**src/hw/rtl/tte_pkg.sv**
```systemverilog
// ----------------------------------------------------------------------------
// Token text expander package
// Shared types, codes and sizes of the token text expander.
// ----------------------------------------------------------------------------
package tte_pkg;

	localparam int TOKEN_STORE_BYTES = 1024;
	localparam int TOKEN_COUNT       = 128;
	localparam int MAX_TOKEN_LEN     = 32;

	localparam int STORE_AW = $clog2(TOKEN_STORE_BYTES);
	localparam int POS_W    = STORE_AW + 1;
	localparam int TOK_AW   = $clog2(TOKEN_COUNT);
	localparam int IDX_W    = TOK_AW + 1;
	localparam int LEN_W    = $clog2(MAX_TOKEN_LEN + 1);
	localparam int ENTRY_W  = STORE_AW + LEN_W;
	localparam int CHR_W    = 10;

	localparam logic [7:0] XOR_MASK   = 8'hFF;
	localparam logic [7:0] TERM_CODE  = 8'h0A;
	localparam logic [7:0] TOKEN_BASE = 8'h80;
	localparam logic [CHR_W-1:0] MAX_LENGTH_RESET = CHR_W'(255);

	// Request kinds.
	localparam logic [1:0] KIND_TBL_RST   = 2'd0;
	localparam logic [1:0] KIND_TBL_BYTE  = 2'd1;
	localparam logic [1:0] KIND_MSG_FIRST = 2'd2;
	localparam logic [1:0] KIND_MSG_NEXT  = 2'd3;

	typedef struct packed {
		logic [1:0] kind;
		logic [7:0] value;
	} in_t;

	typedef struct packed {
		logic [6:0] char_code;
		logic       is_char;
		logic       message_end;
		logic       last;
	} out_t;

	typedef enum logic [2:0] {
		ST_IDLE,
		ST_DECIDE,
		ST_FETCH,
		ST_TOK,
		ST_CHAR,
		ST_STOP
	} state_t;

	typedef struct packed {
		logic accept;
		logic load_tok;
		logic emit_char;
		logic emit_tok;
		logic emit_stop;
	} cmd_t;

	typedef struct packed {
		logic in_msg;
		logic over;
		logic limit_hit;
		logic is_term;
		logic is_token;
		logic tok_valid;
		logic out_free;
		logic tok_last;
	} status_t;

endpackage

```
**src/hw/rtl/tte_ctrl.sv**
```systemverilog
// ----------------------------------------------------------------------------
// Token text expander controller
// Sequences each message byte through lookup, token fetch and result stages.
// ----------------------------------------------------------------------------
module tte_ctrl (
	input  logic              clk,
	input  logic              arst_n,
	input  logic              in_valid,
	output logic              in_stall,
	input  tte_pkg::status_t  st,
	output tte_pkg::cmd_t     cmd
);

	tte_pkg::state_t state_q, state_d;

	always_ff @(posedge clk or negedge arst_n) begin
		if (!arst_n) begin
			state_q <= tte_pkg::ST_IDLE;
		end else begin
			state_q <= state_d;
		end
	end

	always_comb begin
		state_d = state_q;
		case (state_q)
			tte_pkg::ST_IDLE: begin
				if (in_valid && st.in_msg) begin
					state_d = tte_pkg::ST_DECIDE;
				end
			end
			tte_pkg::ST_DECIDE: begin
				if (st.over) begin
					state_d = tte_pkg::ST_IDLE;
				end else if (st.limit_hit || st.is_term) begin
					state_d = tte_pkg::ST_STOP;
				end else if (st.is_token) begin
					state_d = st.tok_valid ? tte_pkg::ST_FETCH : tte_pkg::ST_IDLE;
				end else begin
					state_d = tte_pkg::ST_CHAR;
				end
			end
			tte_pkg::ST_FETCH: begin
				state_d = tte_pkg::ST_TOK;
			end
			tte_pkg::ST_TOK: begin
				if (st.out_free && st.tok_last) begin
					state_d = tte_pkg::ST_IDLE;
				end
			end
			tte_pkg::ST_CHAR, tte_pkg::ST_STOP: begin
				if (st.out_free) begin
					state_d = tte_pkg::ST_IDLE;
				end
			end
			default: begin
				state_d = tte_pkg::ST_IDLE;
			end
		endcase
	end

	always_comb begin
		cmd      = '0;
		in_stall = 1'b1;
		case (state_q)
			tte_pkg::ST_IDLE: begin
				in_stall   = 1'b0;
				cmd.accept = in_valid;
			end
			tte_pkg::ST_DECIDE: begin
				cmd.load_tok = 1'b1;
			end
			tte_pkg::ST_TOK: begin
				cmd.emit_tok = 1'b1;
			end
			tte_pkg::ST_CHAR: begin
				cmd.emit_char = 1'b1;
			end
			tte_pkg::ST_STOP: begin
				cmd.emit_stop = 1'b1;
			end
			default: begin
				cmd = '0;
			end
		endcase
	end

endmodule

```
**config.mk**
```make
export PLATFORM = sky130hd
export DESIGN_NAME = tte_ctrl
export DESIGN_NICKNAME = d
export VERILOG_FILES = /design/src/hw/rtl/tte_pkg.sv /design/src/hw/rtl/tte_ctrl.sv
export SDC_FILE = /design/constraint.sdc
export NUM_CORES = 1
export LEC_CHECK = 0
export BUFFER_PORTS_ARGS = -buffer_cell sky130_fd_sc_hd__buf_2
export CAP_MARGIN = 10
export CORE_AREA = 2 2 39 41
export DETAILED_ROUTE_END_ITERATION = 10
export DIE_AREA = 0 0 41 43
export PLACE_DENSITY_LB_ADDON = 0.2
export SKIP_CTS_REPAIR_TIMING = 1
export SLEW_MARGIN = 40
export SYNTH_ARGS = -nofsm -noshare
export SYNTH_HDL_FRONTEND = slang
export SYNTH_SLANG_ARGS = --single-unit
```
**constraint.sdc**
```tcl
create_clock -name clk -period 2.1 [get_ports clk]
set_clock_uncertainty 0.2 [all_clocks]
set_input_delay 0.42 -clock clk [delete_from_list [all_inputs] [get_ports clk]]
set_output_delay 0.42 -clock clk [all_outputs]
set_load 0.05 [all_outputs]
```
# ---- Word-level counts from Yosys, hierarchy flattened
# Cells that the tools add are included.
dict set report totals {
  reg_bits 3
  inputBits 11
  output_inout_bits 6
  elab_cells 29
}
dict set report op_classes {
  eq_ne 8
  n_mux 14
  n_reduce_logical 6
}
# cell n
set ops {}
lappend ops {{3-bit 2-to-1 mux} 6}
lappend ops {{3-bit case mux with 5 select lines} 1}
lappend ops {{3-bit by 2-bit == test with 1-bit output, second input constant} 2}
lappend ops {{3-bit == test, second input constant} 2}
lappend ops {{1-bit 2-to-1 mux} 6}
lappend ops {{2-bit inequality test, second input constant} 3}
lappend ops {{3-bit by 1-bit == test with 1-bit output, second input constant} 1}
lappend ops {{3-bit logical NOT} 1}
lappend ops {{3-bit AND reduction} 1}
lappend ops {{1-bit logical AND} 2}
lappend ops {{2-bit 2-to-1 mux} 1}
lappend ops {{2-bit OR reduction} 1}
lappend ops {{1-bit logical OR} 1}

# ---- Logic depth before layout (Yosys ltp)
dict set report logic_depth {
  ltp_word 5
  depth_mapped 4
  ltp_nobuf 3
}

# ---- Worst setup path before layout
# Ideal clock, no wire load.
dict set report synth_timing {
  path_type {reg2out}
  start {reg state_q[1]}
  end {out cmd[4] (netlist bit)}
  arrival_time_ps 1838
  required_ps 1480
  slack_ps -358
  stages_incl_launch_ff 4
  n_path_buf 1
  path_cell_list {dfrtp_1 -> buf_4 -> or3_1 -> nor2_1}
}
# item line
set synth_lines {}
lappend synth_lines {{from (decl)} tte_ctrl.sv:14} ;# tte_pkg::state_t state_q, state_d;
lappend synth_lines {{from (signal assigned)} tte_ctrl.sv:18} ;# state_q <= tte_pkg::ST_IDLE;
lappend synth_lines {{from (signal assigned)} tte_ctrl.sv:20} ;# state_q <= state_d;
lappend synth_lines {{to (decl)} tte_ctrl.sv:11} ;# output tte_pkg::cmd_t cmd

==> summary.txt <==
Status
  • Status: finished, final reports clean

Clock tree
  • Clock sinks: 3
  • Clk_lat worst skew: 0.23 ns
  • Root buf cell: clkbuf_4
  • # H-tree levels: 1
  • CTS Buf Count: 3
  • Clock slew at reported path FFs: 0.04 ns
  • TritonCTS clock tree: built
  • CTS Buffer Depth: 2

Place
  • GPL Wtd Cong: 0.6945
  • Port Buffers: 16
  • Number of instances in the placed design: 60
  • Place WS: 0.2956 ns
  • Area post-placement: 339.1 sq um
  • DP HPWL: 496.7 microns

Synthesis
  • Seq/Total Area, Yosys: 32.09%
  • Post-synth cell types: 20
  • Most instantiated cells after synthesis: nor2_1 (4), dfrtp_1 (3), a21oi_1 (2), nand2b_1 (2), nor3b_1 (2)
  • Mean Syn Cell Area: 8.356 sq um
  • Mapped Area: 234.0 sq um
  • Synth Warn #: 0
  • Top cells by area, synth: dfrtp_1 (32%), nor2_1 (6.4%), nor3b_1 (6.4%), nand2b_1 (5.3%), a2111o_1 (4.8%)
  • Syn Nets: 39
  • Area leader, netlist: dfrtp_1
  • Ys flop type: dfrtp_1
  • Post-synth top area share: 32.09%
  • FFs w/ async S/R, synth: 100.0%
  • Synth Register Bits: 3
  • Most frequent cell after synthesis: nor2_1
  • Synthesized instance count: 28
  • Post-synth EDFFs: 0

Power
  • Pleak: 0.1871 nW
  • VDD IR-drop max: 319.6 uV
  • PwrDens: 1499 mW/mm^2
  • Power Total: 0.5666 mW

Die
  • DIE AREA: 0.001763 sq mm
  • Cell Rows: 14
  • Vert. Die Dim: 43 microns
  • Top Ports: 17
  • DIE WIDTH: 41 microns
  • Starting Density: 16.91%
  • Core ar.: 0.001384 sq mm

Finish
  • N_diodes: 0
  • Non-filler cells in the finished layout: 65
  • Max FFs per register: 3
  • Most flop-heavy register: state_q
  • Layout cells sized above 1: 48.98%
  • Synth-to-layout area growth: 61.50%
  • End-of-flow core utilization: 27.31%
  • Fillers: 156
  • Multi-input logic area: 141.4 sq um
  • Final instance area: 377.9 sq um
  • Sequential cell area: 75.07 sq um
  • Final net count: 61
  • Largest regs: state_q: 3 flops

Route
  • WL met1: 266 microns
  • DRT Pass-1 Iters: 6
  • DR WL met2: 276 microns
  • Highest Signal Layer: met4
  • Initial DRC count: 2
  • Final ANT Viol Nets: 0
  • WL/cell: 9.585 microns
  • Met3 routed WL: 57 microns
  • Routed WL: 623 microns
  • DRC viols: 0
  • Routed vias: 288
  • Via/cell ratio: 4.431

Global routing
  • Gr usage total: 10.06%
  • Remaining Overflow, GRT: 0
  • Vias in the first global route: 265
  • Global-route wire length before repair: 1069 microns
  • Initial antenna violation count: 0
  • Largest net degree at the start of global routing: 11

Worst setup path
  • Kind of critical path: flop to primary output
  • Critical path data arrival time: 1.37 ns
  • Worst Path Required: 1.48 ns
  • CP Max Fanout: 7
  • Crit path launch type: flop
  • CP Capture Type: primary output

STA
  • Endpoints failing setup: 0
  • Final Hold Violating Endpoints: 0
  • Slew headroom: 82.54%
  • Fmax: 0.5019 GHz
  • Setup TNS: 0 ns
  • Unrepaired setup endpoints after global routing: no
  • Crit path time final: 1.992 ns
  • Slew @ Worst Pin: 0.2584 ns
  • Fin. max-slew vios: 0
  • Hold_ws: 0.2881 ns
  • PnR worst setup slack: 0.1076 ns
  • Fin crit share: 94.88%

Run
  • MaxCap Viol Count: 0

Min path
  • Worst min path class: input port to flop
## kinds of logic after synthesis
kind of cell	after synthesis	synth area share [%]
buf+inv	4	8.552
xor+xnor	1	3.744
compound gates	8	26.21
flops	3	32.08
simple gates	12	29.40
## critical path, cell delays in order (launching register included)
cell and delay, ns:
dfrtp_1 0.43, or3_1 0.42, nor2_2 0.09, buf_4 0.19
## where the power goes
part	internal (mW)	leakage, nW	total, mW	switching (mW)
sequential	0.0778	0.0393	0.0997	0.0219
clock	0.0713	0.0150	0.103	0.0317
combinational	0.117	0.133	0.364	0.247
## routing by layer
metal | track usage [%] | vias up
li1 | - | 146
met1 | 10.68 | 125
met2 | 12.19 | 14
met3 | 5.236 | 3
met4 | 12.00 | 0
met5 | 0 | -
## path summary, 6_finish.rpt
path / slack, ns / endpoint / start / cells past startpoint
max in group asynchronous: 1.29 / state_q[1] / arst_n / 2
min in group asynchronous: 0.31 / state_q[0] / arst_n / 2
worst max-delay path: 0.11 / cmd[4] / state_q[0] / 3
worst min register to register: 0.38 / state_q[2] / state_q[1] / 2
worst min-delay path: 0.29 / state_q[1] / st[3] / 3
worst max register to register: 0.75 / state_q[1] / state_q[1] / 4
## placed cells by master, fill, tap and decap left out, drive strengths merged
cell type	instances
xnor2	1
clkbuf	4
a32oi	1
or3	1
nor3b	2
a21oi	3
dlygate4sd3	1
nand2b	2
inv	2
nor3	1
a22o	1
nand3	1
a2111o	1
nor2	4
dfrtp	3
buf	18
o22ai	1
o31ai	1
nor4bb	1
## area by class of cell
cell class	instances	share of cell area, %
clock buffer	4	6.954
inverter	2	1.987
multi-input combinational	21	37.42
sequential	3	19.87
tap	16	5.298
timing repair buffer	19	28.48
Note: power is estimated with default switching activity, not from simulation.
